`src/design/gls_pkg.sv`:
```
// Shared constants, register and command codes, and types of the grid line-of-sight check.
package gls_pkg;

    // Default storage and coordinate sizes.
    localparam int MAP_CELLS_DEF  = 65536;
    localparam int COORD_BITS_DEF = 10;

    // Field widths fixed by the interface.
    localparam int MAP_WIDTH_W  = 11;
    localparam int CELL_COUNT_W = 17;
    localparam int THRESH_W     = 9;
    localparam int COST_W       = 8;
    localparam int CELL_INDEX_W = 16;
    localparam int CFG_INDEX_W  = 2;
    localparam int CFG_DATA_W   = 17;

    // Register reset values.
    localparam logic [MAP_WIDTH_W-1:0]  MAP_WIDTH_RST  = 11'd256;
    localparam logic [CELL_COUNT_W-1:0] CELL_COUNT_RST = 17'd65536;
    localparam logic [THRESH_W-1:0]     THRESH_RST     = 9'd253;

    // Register indexes on the configuration port.
    localparam logic [CFG_INDEX_W-1:0] REG_MAP_WIDTH  = 2'd0;
    localparam logic [CFG_INDEX_W-1:0] REG_CELL_COUNT = 2'd1;
    localparam logic [CFG_INDEX_W-1:0] REG_THRESHOLD  = 2'd2;

    // Request commands.
    localparam logic CMD_WRITE = 1'b0;
    localparam logic CMD_QUERY = 1'b1;

    // One probed cell handed from the path walker to the cost check.
    typedef struct packed {
        logic valid;
        logic last;
    } gls_probe_t;

endpackage

```
`src/design/gls_walker.sv`:
```
// Four-connected path walker: emits one cell address per cycle from start to end point.
module gls_walker #(
    parameter int COORD_BITS = gls_pkg::COORD_BITS_DEF,
    parameter int ADDR_W     = COORD_BITS + 12
) (
    input  logic                            clk,
    input  logic                            rst_n,
    input  logic                            start,
    input  logic                            abort,
    input  logic [COORD_BITS-1:0]           x_start,
    input  logic [COORD_BITS-1:0]           y_start,
    input  logic [COORD_BITS-1:0]           x_end,
    input  logic [COORD_BITS-1:0]           y_end,
    input  logic [gls_pkg::MAP_WIDTH_W-1:0] map_width,
    output gls_pkg::gls_probe_t             probe,
    output logic [ADDR_W-1:0]               addr
);
    import gls_pkg::*;

    localparam int CNT_W  = COORD_BITS + 1;
    localparam int ERR_W  = COORD_BITS + 3;
    localparam int PROD_W = MAP_WIDTH_W + COORD_BITS;

    typedef enum logic [2:0] {
        WK_IDLE = 3'b001,
        WK_MUL  = 3'b010,
        WK_STEP = 3'b100
    } wk_state_t;

    wk_state_t                state_reg, state_next;
    logic [COORD_BITS-1:0]    x0_reg, x0_next;
    logic [COORD_BITS-1:0]    y0_reg, y0_next;
    logic [COORD_BITS:0]      dx2_reg, dx2_next;
    logic [COORD_BITS:0]      dy2_reg, dy2_next;
    logic signed [ERR_W-1:0]  err_reg, err_next;
    logic [CNT_W-1:0]         cnt_reg, cnt_next;
    logic                     x_up_reg, x_up_next;
    logic                     y_up_reg, y_up_next;
    logic [ADDR_W-1:0]        addr_reg, addr_next;

    logic [COORD_BITS-1:0]    dx, dy;
    logic [PROD_W-1:0]        row_base;
    logic                     last_cell;

    assign dx = (x_end >= x_start) ? (x_end - x_start) : (x_start - x_end);
    assign dy = (y_end >= y_start) ? (y_end - y_start) : (y_start - y_end);

    assign row_base  = {{COORD_BITS{1'b0}}, map_width} * {{MAP_WIDTH_W{1'b0}}, y0_reg};
    assign last_cell = (cnt_reg == CNT_W'(1));

    always_comb
    begin
        state_next = state_reg;
        x0_next    = x0_reg;
        y0_next    = y0_reg;
        dx2_next   = dx2_reg;
        dy2_next   = dy2_reg;
        err_next   = err_reg;
        cnt_next   = cnt_reg;
        x_up_next  = x_up_reg;
        y_up_next  = y_up_reg;
        addr_next  = addr_reg;
        probe      = '0;

        case (state_reg)
            WK_IDLE:
            begin
                if (start)
                begin
                    x0_next    = x_start;
                    y0_next    = y_start;
                    dx2_next   = {dx, 1'b0};
                    dy2_next   = {dy, 1'b0};
                    err_next   = signed'({3'b000, dx}) - signed'({3'b000, dy});
                    cnt_next   = CNT_W'(dx) + CNT_W'(dy) + CNT_W'(1);
                    x_up_next  = (x_end > x_start);
                    y_up_next  = (y_end > y_start);
                    state_next = WK_MUL;
                end
            end
            WK_MUL:
            begin
                addr_next  = ADDR_W'(x0_reg) + ADDR_W'(row_base);
                state_next = abort ? WK_IDLE : WK_STEP;
            end
            WK_STEP:
            begin
                probe.valid = 1'b1;
                probe.last  = last_cell;
                // A positive error moves along the row, otherwise to the adjacent row.
                if (err_reg > 0)
                begin
                    addr_next = x_up_reg ? (addr_reg + ADDR_W'(1)) : (addr_reg - ADDR_W'(1));
                    err_next  = err_reg - signed'({2'b00, dy2_reg});
                end
                else
                begin
                    addr_next = y_up_reg ? (addr_reg + ADDR_W'(map_width))
                                         : (addr_reg - ADDR_W'(map_width));
                    err_next  = err_reg + signed'({2'b00, dx2_reg});
                end
                cnt_next = cnt_reg - CNT_W'(1);
                if (last_cell || abort)
                begin
                    state_next = WK_IDLE;
                end
            end
            default:
            begin
                state_next = WK_IDLE;
            end
        endcase
    end

    always_ff @(posedge clk or negedge rst_n)
    begin
        if (!rst_n)
        begin
            state_reg <= WK_IDLE;
        end
        else
        begin
            state_reg <= state_next;
        end
    end

    always_ff @(posedge clk)
    begin
        x0_reg   <= x0_next;
        y0_reg   <= y0_next;
        dx2_reg  <= dx2_next;
        dy2_reg  <= dy2_next;
        err_reg  <= err_next;
        cnt_reg  <= cnt_next;
        x_up_reg <= x_up_next;
        y_up_reg <= y_up_next;
        addr_reg <= addr_next;
    end

    assign addr = addr_reg;

endmodule

```
`config.mk`:
```
export PLATFORM = sky130hd
export DESIGN_NAME = gls_walker
export DESIGN_NICKNAME = d
export VERILOG_FILES = /design/src/design/gls_pkg.sv /design/src/design/gls_walker.sv
export SDC_FILE = /design/constraint.sdc
export NUM_CORES = 1
export LEC_CHECK = 0
export ABC_CLOCK_PERIOD_IN_PS = 6400
export BUFFER_PORTS_ARGS = -buffer_cell sky130_fd_sc_hd__buf_2
export CORE_ASPECT_RATIO = 0.7
export CORE_UTILIZATION = 55
export DETAILED_ROUTE_END_ITERATION = 8
export HOLD_SLACK_MARGIN = 0.1
export PLACE_DENSITY = 0.73
export SLEW_MARGIN = 20
export SYNTH_ARGS = -nofsm -noshare
export SYNTH_HDL_FRONTEND = slang
export SYNTH_SLANG_ARGS = --single-unit
```
`constraint.sdc`:
```
create_clock -name clk -period 6.4 [get_ports clk]
set_clock_uncertainty 0.15 [all_clocks]
set_input_delay 0.96 -clock clk [delete_from_list [all_inputs] [get_ports clk]]
set_output_delay 0.96 -clock clk [all_outputs]
set_load 0.03 [all_outputs]
```
Yosys cells after proc, flatten, opt, wreduce, memory -nomap -nowiden
Index checks and enable logic that the tools add are counted.
{"block": "totals", "regBits": 91, "word_cells": 59, "output_inout_bits": 24}
{"block": "classes", "eq_ne": 6, "mux": 16, "multipliers": 1, "reduce_logical": 6, "order_cmp": 5, "add_sub_neg": 15}
{"cell": "22-bit two-way mux", "count": 3}
{"cell": "22-bit one-hot mux with 2 select lines", "count": 1}
{"cell": "10-bit subtractor", "count": 4}
{"cell": "13-bit two-way mux", "count": 2}
{"cell": "13-bit one-hot mux with 2 select lines", "count": 1}
{"cell": "10-bit by 21-bit adder with 22-bit output", "count": 1}
{"cell": "22-bit by 1-bit adder with 22-bit output, second input constant", "count": 1}
{"cell": "22-bit by 11-bit adder with 22-bit output", "count": 1}
{"cell": "11-bit one-hot mux with 2 select lines", "count": 1}
{"cell": "22-bit by 1-bit subtractor with 22-bit output, second input constant", "count": 1}
{"cell": "22-bit by 11-bit subtractor with 22-bit output", "count": 1}
{"cell": "11-bit by 10-bit multiplier with 21-bit output", "count": 1}
{"cell": "10-bit greater-or-equal comparator", "count": 2}
{"cell": "10-bit > comparator", "count": 2}
{"cell": "10-bit two-way mux", "count": 2}
{"cell": "13-bit by 12-bit adder with 13-bit output", "count": 1}
{"cell": "13-bit by 1-bit > comparator with 1-bit output, second input constant", "count": 1}
{"cell": "13-bit by 12-bit subtractor with 13-bit output", "count": 1}
{"cell": "10-bit by 10-bit adder with 11-bit output", "count": 1}
{"cell": "11-bit by 1-bit adder with 11-bit output, second input constant", "count": 1}
{"cell": "11-bit by 1-bit equality test with 1-bit output, second input constant", "count": 1}
{"cell": "11-bit two-way mux", "count": 1}
{"cell": "10-bit by 10-bit subtractor with 11-bit output", "count": 1}
{"cell": "11-bit by 1-bit subtractor with 11-bit output, second input constant", "count": 1}
{"cell": "10 further kinds", "count": 16}

Longest topological paths before layout
Gate-level depths: netlist of run 1.
{"block": "depth", "ltp_word": 6, "mapped_depth": 22}

Least setup slack after synthesis of run 1
Ideal clock, no wire load.
{"block": "synth_path", "path_kind": "input-to-reg", "startpoint": "input map_width[5] in the netlist's numbering", "endpoint": "register addr_reg[19] (netlist: addr[19]), data pin", "path_buffers": 1, "setup_slack_ns": 0.371, "setup_time_ns": 0.285, "path_stages": 21, "arrival_ns": 5.594, "cell_sequence": "clkbuf_1 -> nand2_1 -> fa_1 -> inv_1 -> fa_1 -> inv_1 -> fa_1 -> inv_1 -> fa_1 -> inv_1 -> fa_1 -> inv_1 -> ha_1 -> a21oi_1 -> o211ai_1 -> a41oi_1 -> o221a_2 -> o21ai_0 -> xor2_1 -> nor2_1 -> a21oi_1"}
{"block": "synth_between", "elab_chain_cells": 4, "elab_cells_between_ends": 7}
{"element": "start: declaration", "line_no": "gls_walker.sv:14", "rtl": "input logic [gls_pkg::MAP_WIDTH_W-1:0] map_width,"}
{"element": "branches (longest 3 deep; another with 10-bit by 21-bit adder with 22-bit output)"}
{"element": "22-bit one-hot mux with 2 select lines *", "line_no": "gls_walker.sv:65", "rtl": "case (state_reg)"}
{"element": "named net addr_next[19]", "line_no": "gls_walker.sv:39", "rtl": "logic [ADDR_W-1:0] addr_reg, addr_next;"}
{"element": "end signal: assignment", "line_no": "gls_walker.sv:137", "rtl": "addr_reg <= addr_next;"}
{"element": "end: declaration", "line_no": "gls_walker.sv:39"}
Mark *: on every way through the listed nets, which the timed path passes.
A chain may end at the register's enable or synchronous reset.

Worst setup path in the final report of run 1
Ends and elaborated chain as after synthesis.

==> impl_metrics.py, run 1 <==
metrics = {
    "floorplanning": {
        "die-width_microns": 179,
        "num_rows": 44,
        "start_util_pct": 57.1,
        "pin_count": 79,
        "core_area_sq_um": 21100,
        "dieArea_sq_um": 22500,
        "die_h_microns": 126,
    },
    "grt": {
        "grt_pass1_wl_mm": 49.5,
        "antenna_found_initial": 0,
        "overflow": 0,
        "grt_usage_pct": 28.6,
        "grt_max_degree": 53,
        "grt_pass1_vias": 9298,
    },
    "sta": {
        "fin_setup_tns_ns": 0,
        "hold_viol_final": 0,
        "slew_viol_final": 0,
        "whs_ns": 0.231,
        "finalSetupViolations": 0,
        "max_freq_mhz": 168,
        "timing.slew.headroom_pct": 36.1,
        "rsz0062_at_grt": "false",
        "max_slew.worst_pin.slew_ns": 0.958,
        "post-route-min-period_ns": 5.96,
        "min_period_over_period_pct": 93.1,
    },
    "clocking": {
        "htree_levels": 3,
        "insertion_delay_ns": 0.36,
        "post-cts-setup-buffers": 0,
        "ctsResizeCount": 0,
        "cts_buffers": 9,
        "cts_buffer_depth": 2,
        "cts_root_buf": "clkbuf_16",
        "cts_sinks": 91,
        "hold_buffers": 0,
        "clk_pin_slew_ns": 0.07,
        "cts_tree": "done",
    },
    "drt": {
        "num_vias": 9843,
        "wl_per_cell_microns": 18.4,
        "routed_wl_mm": 31.2,
        "drtIter0Drc": 795,
        "drc": 0,
        "ant_nets": 0,
        "firstDrtPassIters": 5,
        "vias_per_cell": 5.80,
    },
    "power": {
        "power.density_nw_per_um2": 512,
        "peakVddDrop_v": 0.000437,
        "leakagePower_nw": 6.13,
    },
    "finish": {
        "syn_to_final_growth_pct": 8.62,
        "multiInputGateArea_sq_um": 8410,
        "post-route-util_pct": 62.0,
        "num_antenna_cells": 0,
        "fill_cells": 1808,
        "largest_register_ffs": 22,
        "fin_nets": 1717,
        "ff_latch_area_sq_um": 2720,
        "drive_gt1_share_pct": 10.3,
    },
    "yosys": {
        "ys_seq_elements": 91,
        "seq_area_frac_synth_pct": 22.6,
        "ys_warn_count": 0,
        "async_flop_share_pct": 3.30,
        "yosysTopAreaCell": "edfxtp_1",
        "synth-main-ff-cell": "edfxtp_1",
        "yosysMostFrequentCell": "inv_1",
        "syn-cell-area_sq_um": 12000,
        "synth-edff-count": 88,
        "yosys-top-cells-count": "inv_1 (195), ha_1 (157), nand2_1 (121)",
        "synth_cell_type_count": 67,
        "netlist_top_cells_area": "edfxtp_1 (22%), ha_1 (16%), fa_1 (15%), inv_1 (6.1%), xnor2_1 (4.2%)",
        "syn_nets": 1650,
        "synth_top_area_share_pct": 22.0,
        "avgSynthCellArea_sq_um": 8.92,
        "synthCells": 1349,
    },
    "run": {
        "cap_viol_max_count": 0,
    },
    "setup_path": {
        "critPathMaxFanout": 9,
        "cp-end-kind": "register",
        "crit_required_ns": 6.34,
        "criticalPathCategory": "in -> reg",
        "crit_arrival_ns": 5.90,
        "crit_path_start_kind": "input pin",
    },
    "min_path": {
        "hp-class": "in -> async",
    },
    "placed_design": {
        "place_hpwl_mm": 25.6,
        "gp_congestion": 0.917,
        "io_buffer_count": 78,
    },
    "run_status": {
        "status": "complete, no violations",
    },
}
==> stage by stage <==
| stage | std cells | cell area, sq um | setup slack [ns] | total power, mW |
|---|---|---|---|---|
| final | 1697 | 13100 | 0.440 | 6.69 |
| after floorplan | 1349 | 12000 | 0.371 | 4.91 |
| after global routing | 1697 | 13100 | 0.130 | 7.36 |
| after global placement | 1681 | 12800 | 0.207 | 5.98 |
| after detailed placement | 1681 | 12800 | 0.103 | 6.07 |
| after CTS | 1697 | 13100 | 0.489 | 6.64 |
==> placed cells by master (no fill, tap or decap), types with 9 or more instances in the layout <==
| cell type | instances |
|---|---|
| edfxtp_1 | 88 |
| a31oi_1 | 14 |
| nand2_1 | 121 |
| a21o_1 | 24 |
| and2_1 | 58 |
| xor2_1 | 36 |
| a211oi_1 | 10 |
| nor2_1 | 75 |
| mux2i_1 | 11 |
| o21ai_0 | 64 |
| inv_1 | 195 |
| fa_1 | 89 |
| nand2b_1 | 13 |
| o21a_1 | 13 |
| ha_1 | 157 |
| a21oi_1 | 91 |
| buf_2 | 78 |
| o21bai_1 | 17 |
| nor2b_1 | 11 |
| xnor2_1 | 58 |
| nor3_1 | 26 |
| o31ai_1 | 12 |
| nand3_1 | 18 |
| clkbuf_16 | 9 |
| buf_4 | 24 |
==> layout make-up <==
type	instances	area share, %
multi-input cells	1016	64.3
inverters	196	5.63
flip-flops and latches	91	20.8
repair buffers	102	4.36
well taps	276	2.64
clock inverters	7	0.517
clock buffers	9	1.72
==> worst paths after layout <==
path	from	to	slack (ns)	cells after the start
min reg2reg	state_reg[1]$_DFFE_PN0P_	state_reg[1]$_DFFE_PN0P_	0.39	1
min	rst_n	state_reg[2]$_DFFE_PN0P_	0.23	1
max	map_width[5]	addr[19]$_DFFE_PP_	0.44	22
min in group clk	state_reg[1]$_DFFE_PN0P_	state_reg[1]$_DFFE_PN0P_	0.39	1
max in group asynchronous	rst_n	state_reg[0]$_DFFE_PN1P_	5.68	1
max reg2reg	y0_reg[6]$_DFFE_PP_	addr[20]$_DFFE_PP_	0.51	17
==> power by group <==
group	internal [mW]	total [mW]	leakage, nW	switching (mW)
clock	0.302	0.548	0.141	0.246
sequential	1.02	1.16	0.858	0.141
combinational	2.07	4.99	5.13	2.91
total	3.39	6.69	6.13	3.30
==> per-layer routing <==
metal	global-route usage [%]	routed length (microns)
met5	0	0
met3	6.13	3070
met4	4.79	252
met2	40.4	13000
met1	44.8	14900
==> worst max-delay path, cell delays in order <==
cell and delay (ns):
buf_2 0.18, nand2_1 0.10, fa_1 0.53, inv_1 0.05, fa_1 0.50, inv_1 0.05
fa_1 0.47, inv_1 0.05, fa_1 0.53, inv_1 0.05, fa_1 0.53, inv_1 0.04
ha_1 0.34, a21oi_1 0.11, a22oi_1 0.34, a41oi_1 0.17, buf_4 0.18, o221a_2 0.26
o21ai_0 0.19, xor2_1 0.10, nor2_1 0.11, a21oi_1 0.06
==> logic make-up after synthesis <==
logic type	count (synthesis)	share of synthesized area (%)
adder cells (fa/ha/maj)	246	31.1
AO/OA/AOI/OAI	293	15.5
XOR/XNOR	94	6.84
flip-flops	91	22.6
buffers and inverters	242	7.66
multiplexers	17	1.51
AND/OR/NAND/NOR	366	14.8
(Power assumes the default switching activity.)
==> run 2, diff against run 1 <==
--- a/config.mk
+++ b/config.mk
@@ -7,11 +7,14 @@
 export LEC_CHECK = 0
 export ABC_CLOCK_PERIOD_IN_PS = 6400
 export BUFFER_PORTS_ARGS = -buffer_cell sky130_fd_sc_hd__buf_2
+export CELL_PAD_IN_SITES_DETAIL_PLACEMENT = 0
+export CELL_PAD_IN_SITES_GLOBAL_PLACEMENT = 1
 export CORE_ASPECT_RATIO = 0.7
-export CORE_UTILIZATION = 55
+export CORE_UTILIZATION = 49
 export DETAILED_ROUTE_END_ITERATION = 8
 export HOLD_SLACK_MARGIN = 0.1
-export PLACE_DENSITY = 0.73
+export MAX_ROUTING_LAYER = met4
+export PLACE_DENSITY_LB_ADDON = 0.1
 export SLEW_MARGIN = 20
 export SYNTH_ARGS = -nofsm -noshare
 export SYNTH_HDL_FRONTEND = slang
==> run 2 against run 1 <==
Clock power up 7.5%; flip-flop and latch count unchanged; wire length up 6.1%; global-route usage down 0.66 points; register-to-register slack about the same; via count down 2.1%; sequential power about the same; cell area up 0.73%; setup slack worse by 0.0030 ns; critical path type unchanged; largest power group unchanged.
==> impl_metrics.py, run 2 (same netlist as run 1, synthesis figures left out) <==
metrics = {
    "drt": {
        "drc": 0,
        "num_vias": 9632,
        "firstDrtPassIters": 5,
        "route.met2.wl_mm": 12.3,
        "wl_met3_mm": 3.05,
        "vias_per_cell": 5.53,
        "routed_wl_mm": 33.1,
        "drtIter0Drc": 871,
        "ant_nets": 0,
        "wl_per_cell_microns": 19.0,
        "top_layer": "met4",
        "met1_length_mm": 17.6,
    },
    "floorplanning": {
        "dieArea_sq_um": 25200,
        "pin_count": 79,
        "num_rows": 47,
        "die_h_microns": 133,
        "core_area_sq_um": 23900,
        "die-width_microns": 189,
        "start_util_pct": 50.4,
    },
    "setup_path": {
        "crit_top_cell": "fa_1",
        "critPathSlowestCell": "fa_1",
        "cp-end-kind": "register",
        "criticalPathCategory": "in -> reg",
        "crit_required_ns": 6.36,
        "crit_arrival_ns": 5.93,
        "critPathMaxFanout": 12,
        "crit_chain": "buf_2 > nand2_1 > fa_1 > inv_1 > fa_1 > fa_1 > fa_1 > inv_1 > fa_1 > inv_1 > ha_1 > o21ai_0 > a21oi_1 > o211ai_1 > o21ai_0 > nor3b_1 > mux2i_1 > nand3_1",
        "crit_path_start_kind": "input pin",
        "crit_path_max_incr_delay_ns": 0.55,
    },
    "sta": {
        "fin_setup_tns_ns": 0,
        "post-route-min-period_ns": 5.96,
        "max_freq_mhz": 168,
        "hold_viol_final": 0,
        "min_period_over_period_pct": 93.2,
        "max_slew.worst_pin.slew_ns": 0.749,
        "finalSetupViolations": 0,
        "rsz0062_at_grt": "false",
        "timing.slew.headroom_pct": 49.6,
        "slew_viol_final": 0,
    },
    "power": {
        "peakVddDrop_v": 0.000471,
        "p_total_mw": 6.98,
        "power.density_nw_per_um2": 530,
        "leakagePower_nw": 6.15,
    },
    "clocking": {
        "htree_levels": 3,
        "insertion_delay_ns": 0.36,
        "clk_pin_slew_ns": 0.07,
        "cts_buffers": 9,
        "ctsResizeCount": 0,
        "cts_buffer_depth": 2,
        "cts_tree": "done",
        "post-cts-setup-buffers": 0,
        "cts_root_buf": "clkbuf_16",
        "hold_buffers": 0,
        "cts_sinks": 91,
    },
    "placed_design": {
        "dp.cells": 1725,
        "gp_congestion": 0.946,
        "place_hpwl_mm": 27.1,
        "io_buffer_count": 78,
        "placed_area_sq_um": 12800,
    },
    "finish": {
        "layout_common_cells": "inv_1 (195), ha_1 (157), nand2_1 (121)",
        "num_antenna_cells": 0,
        "fin_area_sq_um": 13200,
        "fill_cells": 2230,
        "drive_gt1_share_pct": 10.4,
        "largest_register_ffs": 22,
        "syn_to_final_growth_pct": 9.41,
        "final_cells": 1741,
        "fin_nets": 1719,
        "mostFrequentLayoutCell": "inv_1",
        "ff_latch_area_sq_um": 2720,
        "multiInputGateArea_sq_um": 8410,
    },
    "grt": {
        "antenna_found_initial": 0,
        "grt_max_degree": 47,
        "grt_usage_pct": 27.9,
        "grt_pass1_vias": 9154,
        "overflow": 0,
        "grt_pass1_wl_mm": 52.0,
    },
    "run_status": {
        "status": "complete, no violations",
    },
    "run": {
        "cap_viol_max_count": 0,
    },
    "min_path": {
        "hp-class": "in -> async",
    },
}
-- run 2: cell types whose count changed in the layout (fill, tap and decap cells not counted) --
cell | before | now
buf_4 | 24 | 26
bufinv_16 | 1 | 2
clkbuf_1 | 0 | 2
clkinv_1 | 3 | 1
clkinv_2 | 1 | 0
inv_6 | 1 | 0
inv_8 | 0 | 1
-- run 2: path summary, 6_finish.rpt --
| path | endpoint | cells past startpoint | slack [ns] | startpoint |
|---|---|---|---|---|
| setup / recovery | addr[20]$_DFFE_PP_ | 18 | 0.44 | map_width[3] |
| hold / removal | state_reg[1]$_DFFE_PN0P_ | 1 | 0.23 | rst_n |
| setup reg to reg | addr[19]$_DFFE_PP_ | 21 | 0.51 | y0_reg[3]$_DFFE_PP_ |
| hold reg to reg | state_reg[1]$_DFFE_PN0P_ | 1 | 0.37 | state_reg[1]$_DFFE_PN0P_ |
| max in group asynchronous | state_reg[0]$_DFFE_PN1P_ | 1 | 5.68 | rst_n |
| min in group clk | state_reg[1]$_DFFE_PN0P_ | 1 | 0.37 | state_reg[1]$_DFFE_PN0P_ |
-- run 2: worst max-delay path, delay by kind of cell --
| family | cells | cell delay, ns |
|---|---|---|
| AOI/OAI and AO/OA | 4 | 0.94 |
| adders and majority gates | 6 | 2.85 |
| buffers and inverters | 4 | 0.43 |
| muxes | 1 | 0.24 |
| and+or+nand+nor | 3 | 0.52 |
-- run 2: report_power, final --
| group | switching, mW | internal (mW) | total [mW] |
|---|---|---|---|
| Combinational | 3.11 | 2.12 | 5.23 |
| Sequential | 0.142 | 1.02 | 1.16 |
| Clock | 0.243 | 0.346 | 0.589 |
| Total | 3.49 | 3.49 | 6.98 |
-- run 2: final cells by class --
| cell class | count | area share (%) |
|---|---|---|
| Timing Repair Buffer | 104 | 4.45 |
| Clock buffer | 11 | 1.77 |
| Multi-Input combinational cell | 1016 | 63.9 |
| Sequential cell | 91 | 20.6 |
| Clock inverter | 5 | 0.665 |
| Inverter | 196 | 5.59 |
| Tap cell | 318 | 3.02 |
-- run 2: metrics by stage --
step                      hold slack (ns)  worst slack [ns]  utilization [%]
after floorplan                     0.316             0.371                -
after global placement              0.362             0.218             53.8
after detailed placement            0.362             0.106             53.8
after CTS                           0.215             0.487             55.2
after global routing                0.219             0.108             55.2
final                               0.225             0.436             55.2
-- run 2: metal layers --
layer,vias to the layer above,global-route usage (%)
li1,4714,-
met1,4568,44.1
met2,338,35.6
met3,12,7.43
met4,0,3.09
met5,-,-
==> run 3, diff against run 2 <==
--- a/config.mk
+++ b/config.mk
@@ -12,6 +12,7 @@
 export CORE_ASPECT_RATIO = 0.7
 export CORE_UTILIZATION = 49
 export DETAILED_ROUTE_END_ITERATION = 8
+export GPL_TIMING_DRIVEN = 0
 export HOLD_SLACK_MARGIN = 0.1
 export MAX_ROUTING_LAYER = met4
 export PLACE_DENSITY_LB_ADDON = 0.1
==> run 3 against run 2 <==
Worst hold slack better by 0.0086 ns; die area unchanged; flip-flop and latch count unchanged; non-clock buffer count up 15; clock power up 9.8%.
==> impl_metrics.py, run 3 (same netlist as run 1, synthesis figures left out) <==
metrics = {
    "run_status": {
        "status": "complete, no violations",
    },
    "placed_design": {
        "post-place-ws_ns": -0.604,
        "io_buffer_count": 78,
        "gp_congestion": 0.925,
        "place_hpwl_mm": 28.0,
        "dp.cells": 1750,
    },
    "finish": {
        "fin_nets": 1734,
        "num_antenna_cells": 0,
        "layout_common_cells": "inv_1 (195), ha_1 (157), nand2_1 (121)",
        "drive_gt1_share_pct": 9.60,
        "syn_to_final_growth_pct": 9.91,
        "largest_register_ffs": 22,
        "fill_cells": 2311,
        "final_cells": 1756,
        "mostFrequentLayoutCell": "inv_1",
    },
    "drt": {
        "vias_per_cell": 5.51,
        "wl_per_cell_microns": 19.0,
        "num_vias": 9676,
        "drc": 0,
        "routed_wl_mm": 33.4,
        "drtIter0Drc": 774,
        "ant_nets": 0,
        "firstDrtPassIters": 5,
    },
    "floorplanning": {
        "dieArea_sq_um": 25200,
        "die_h_microns": 133,
        "num_rows": 47,
        "core_area_sq_um": 23900,
        "start_util_pct": 50.4,
        "die-width_microns": 189,
        "pin_count": 79,
    },
    "setup_path": {
        "crit_arrival_ns": 6.13,
        "cp-end-kind": "register",
        "crit_required_ns": 6.37,
        "r2r_cells": 18,
        "critPathMaxFanout": 13,
        "crit_path_start_kind": "input pin",
        "criticalPathCategory": "in -> reg",
    },
    "sta": {
        "max_slew.worst_pin.slew_ns": 0.800,
        "finalSetupViolations": 0,
        "fin_ws_ns": 0.242,
        "post-route-min-period_ns": 6.16,
        "timing.slew.headroom_pct": 46.3,
        "min_period_over_period_pct": 96.2,
        "hold_viol_final": 0,
        "slew_viol_final": 0,
        "max_freq_mhz": 162,
    },
    "power": {
        "power.density_nw_per_um2": 535,
        "peakVddDrop_v": 0.000380,
        "leakagePower_nw": 6.14,
    },
    "clocking": {
        "cts_buffer_depth": 2,
        "hold_buffers": 0,
        "clk_pin_slew_ns": 0.08,
        "cts_root_buf": "clkbuf_16",
        "cts_tree": "done",
        "cts_sinks": 91,
        "cts_buffers": 9,
        "htree_levels": 3,
        "insertion_delay_ns": 0.36,
    },
    "grt": {
        "antenna_found_initial": 0,
        "overflow": 0,
        "grt_pass1_vias": 9105,
        "grt_max_degree": 24,
        "grt_pass1_wl_mm": 52.1,
        "grt_usage_pct": 28.0,
    },
    "run": {
        "cap_viol_max_count": 0,
    },
    "min_path": {
        "hp-class": "in -> async",
    },
}
[run 3: layer usage]
metal,vias to the layer above,part of all wire [%],GRT usage [%],wire length [microns]
met4,0,1.2,4.84,402
li1,4738,-,-,-
met5,-,0,-,0
met1,4597,54,44.6,18000
met3,29,7.2,5.40,2400
met2,312,38,36.3,12600
[run 3: timing repair]
item                                    in CTS  in global routing
resized for setup                            1                  5
buffers inserted                             0                  1
pin swaps                                    0                  3
endpoints found under the setup margin       6                  8
[run 3: final cells by class]
| cell class | count | area [sq um] | share of cell area [%] |
|---|---|---|---|
| Sequential cell | 91 | 2720 | 20.6 |
| Multi-Input combinational cell | 1016 | 8430 | 63.7 |
| Clock buffer | 11 | 243 | 1.83 |
| Clock inverter | 5 | 109 | 0.823 |
| Tap cell | 318 | 398 | 3.01 |
| Inverter | 196 | 736 | 5.56 |
| Timing Repair Buffer | 84 | 452 | 3.41 |
| Buffer | 35 | 145 | 1.10 |
[run 3: metrics by stage]
step / hold WS (ns) / area [sq um] / TNS, ns / power [mW] / util [%]
2_1_floorplan: 0.316 / 12000 / 0 / 4.91 / -
3_3_place_gp: 0.336 / 12800 / -17.63 / 6.19 / 53.7
3_5_place_dp: 0.362 / 12900 / -4.09 / 6.25 / 54.0
4_1_cts: 0.214 / 13200 / 0 / 6.96 / 55.4
5_1_grt: 0.221 / 13200 / -0.0125 / 7.74 / 55.4
6_report: 0.234 / 13200 / 0 / 7.08 / 55.4
[run 3: worst paths after layout]
kind                                          start                  endpoint  slack [ns]
max in group asynchronous                     rst_n  state_reg[0]$_DFFE_PN1P_        5.67
setup / recovery                       map_width[2]        addr[18]$_DFFE_PP_        0.24
hold reg to reg            state_reg[1]$_DFFE_PN0P_  state_reg[1]$_DFFE_PN0P_        0.37
min in group clk           state_reg[1]$_DFFE_PN0P_  state_reg[1]$_DFFE_PN0P_        0.37
setup reg to reg                y0_reg[7]$_DFFE_PP_        addr[18]$_DFFE_PP_        0.35
hold / removal                                rst_n  state_reg[1]$_DFFE_PN0P_        0.23
[run 3: power breakdown]
group | internal, mW | total, mW | switching (mW)
clock | 0.396 | 0.647 | 0.251
combinational | 2.10 | 5.30 | 3.19
sequential | 1.02 | 1.13 | 0.115
total | 3.52 | 7.08 | 3.56
[run 3: worst max-delay path: stages]
cell      delay [ns]
buf_2           0.30
and2_1          0.24
fa_1            0.46
fa_1            0.54
fa_1            0.53
fa_1            0.56
inv_1           0.06
fa_1            0.53
inv_1           0.04
ha_1            0.39
a21oi_2         0.25
nor2_1          0.07
a211o_1         0.26
a21oi_1         0.22
o221ai_1        0.18
xnor2_1         0.27
o21ai_0         0.11
o21a_1          0.13
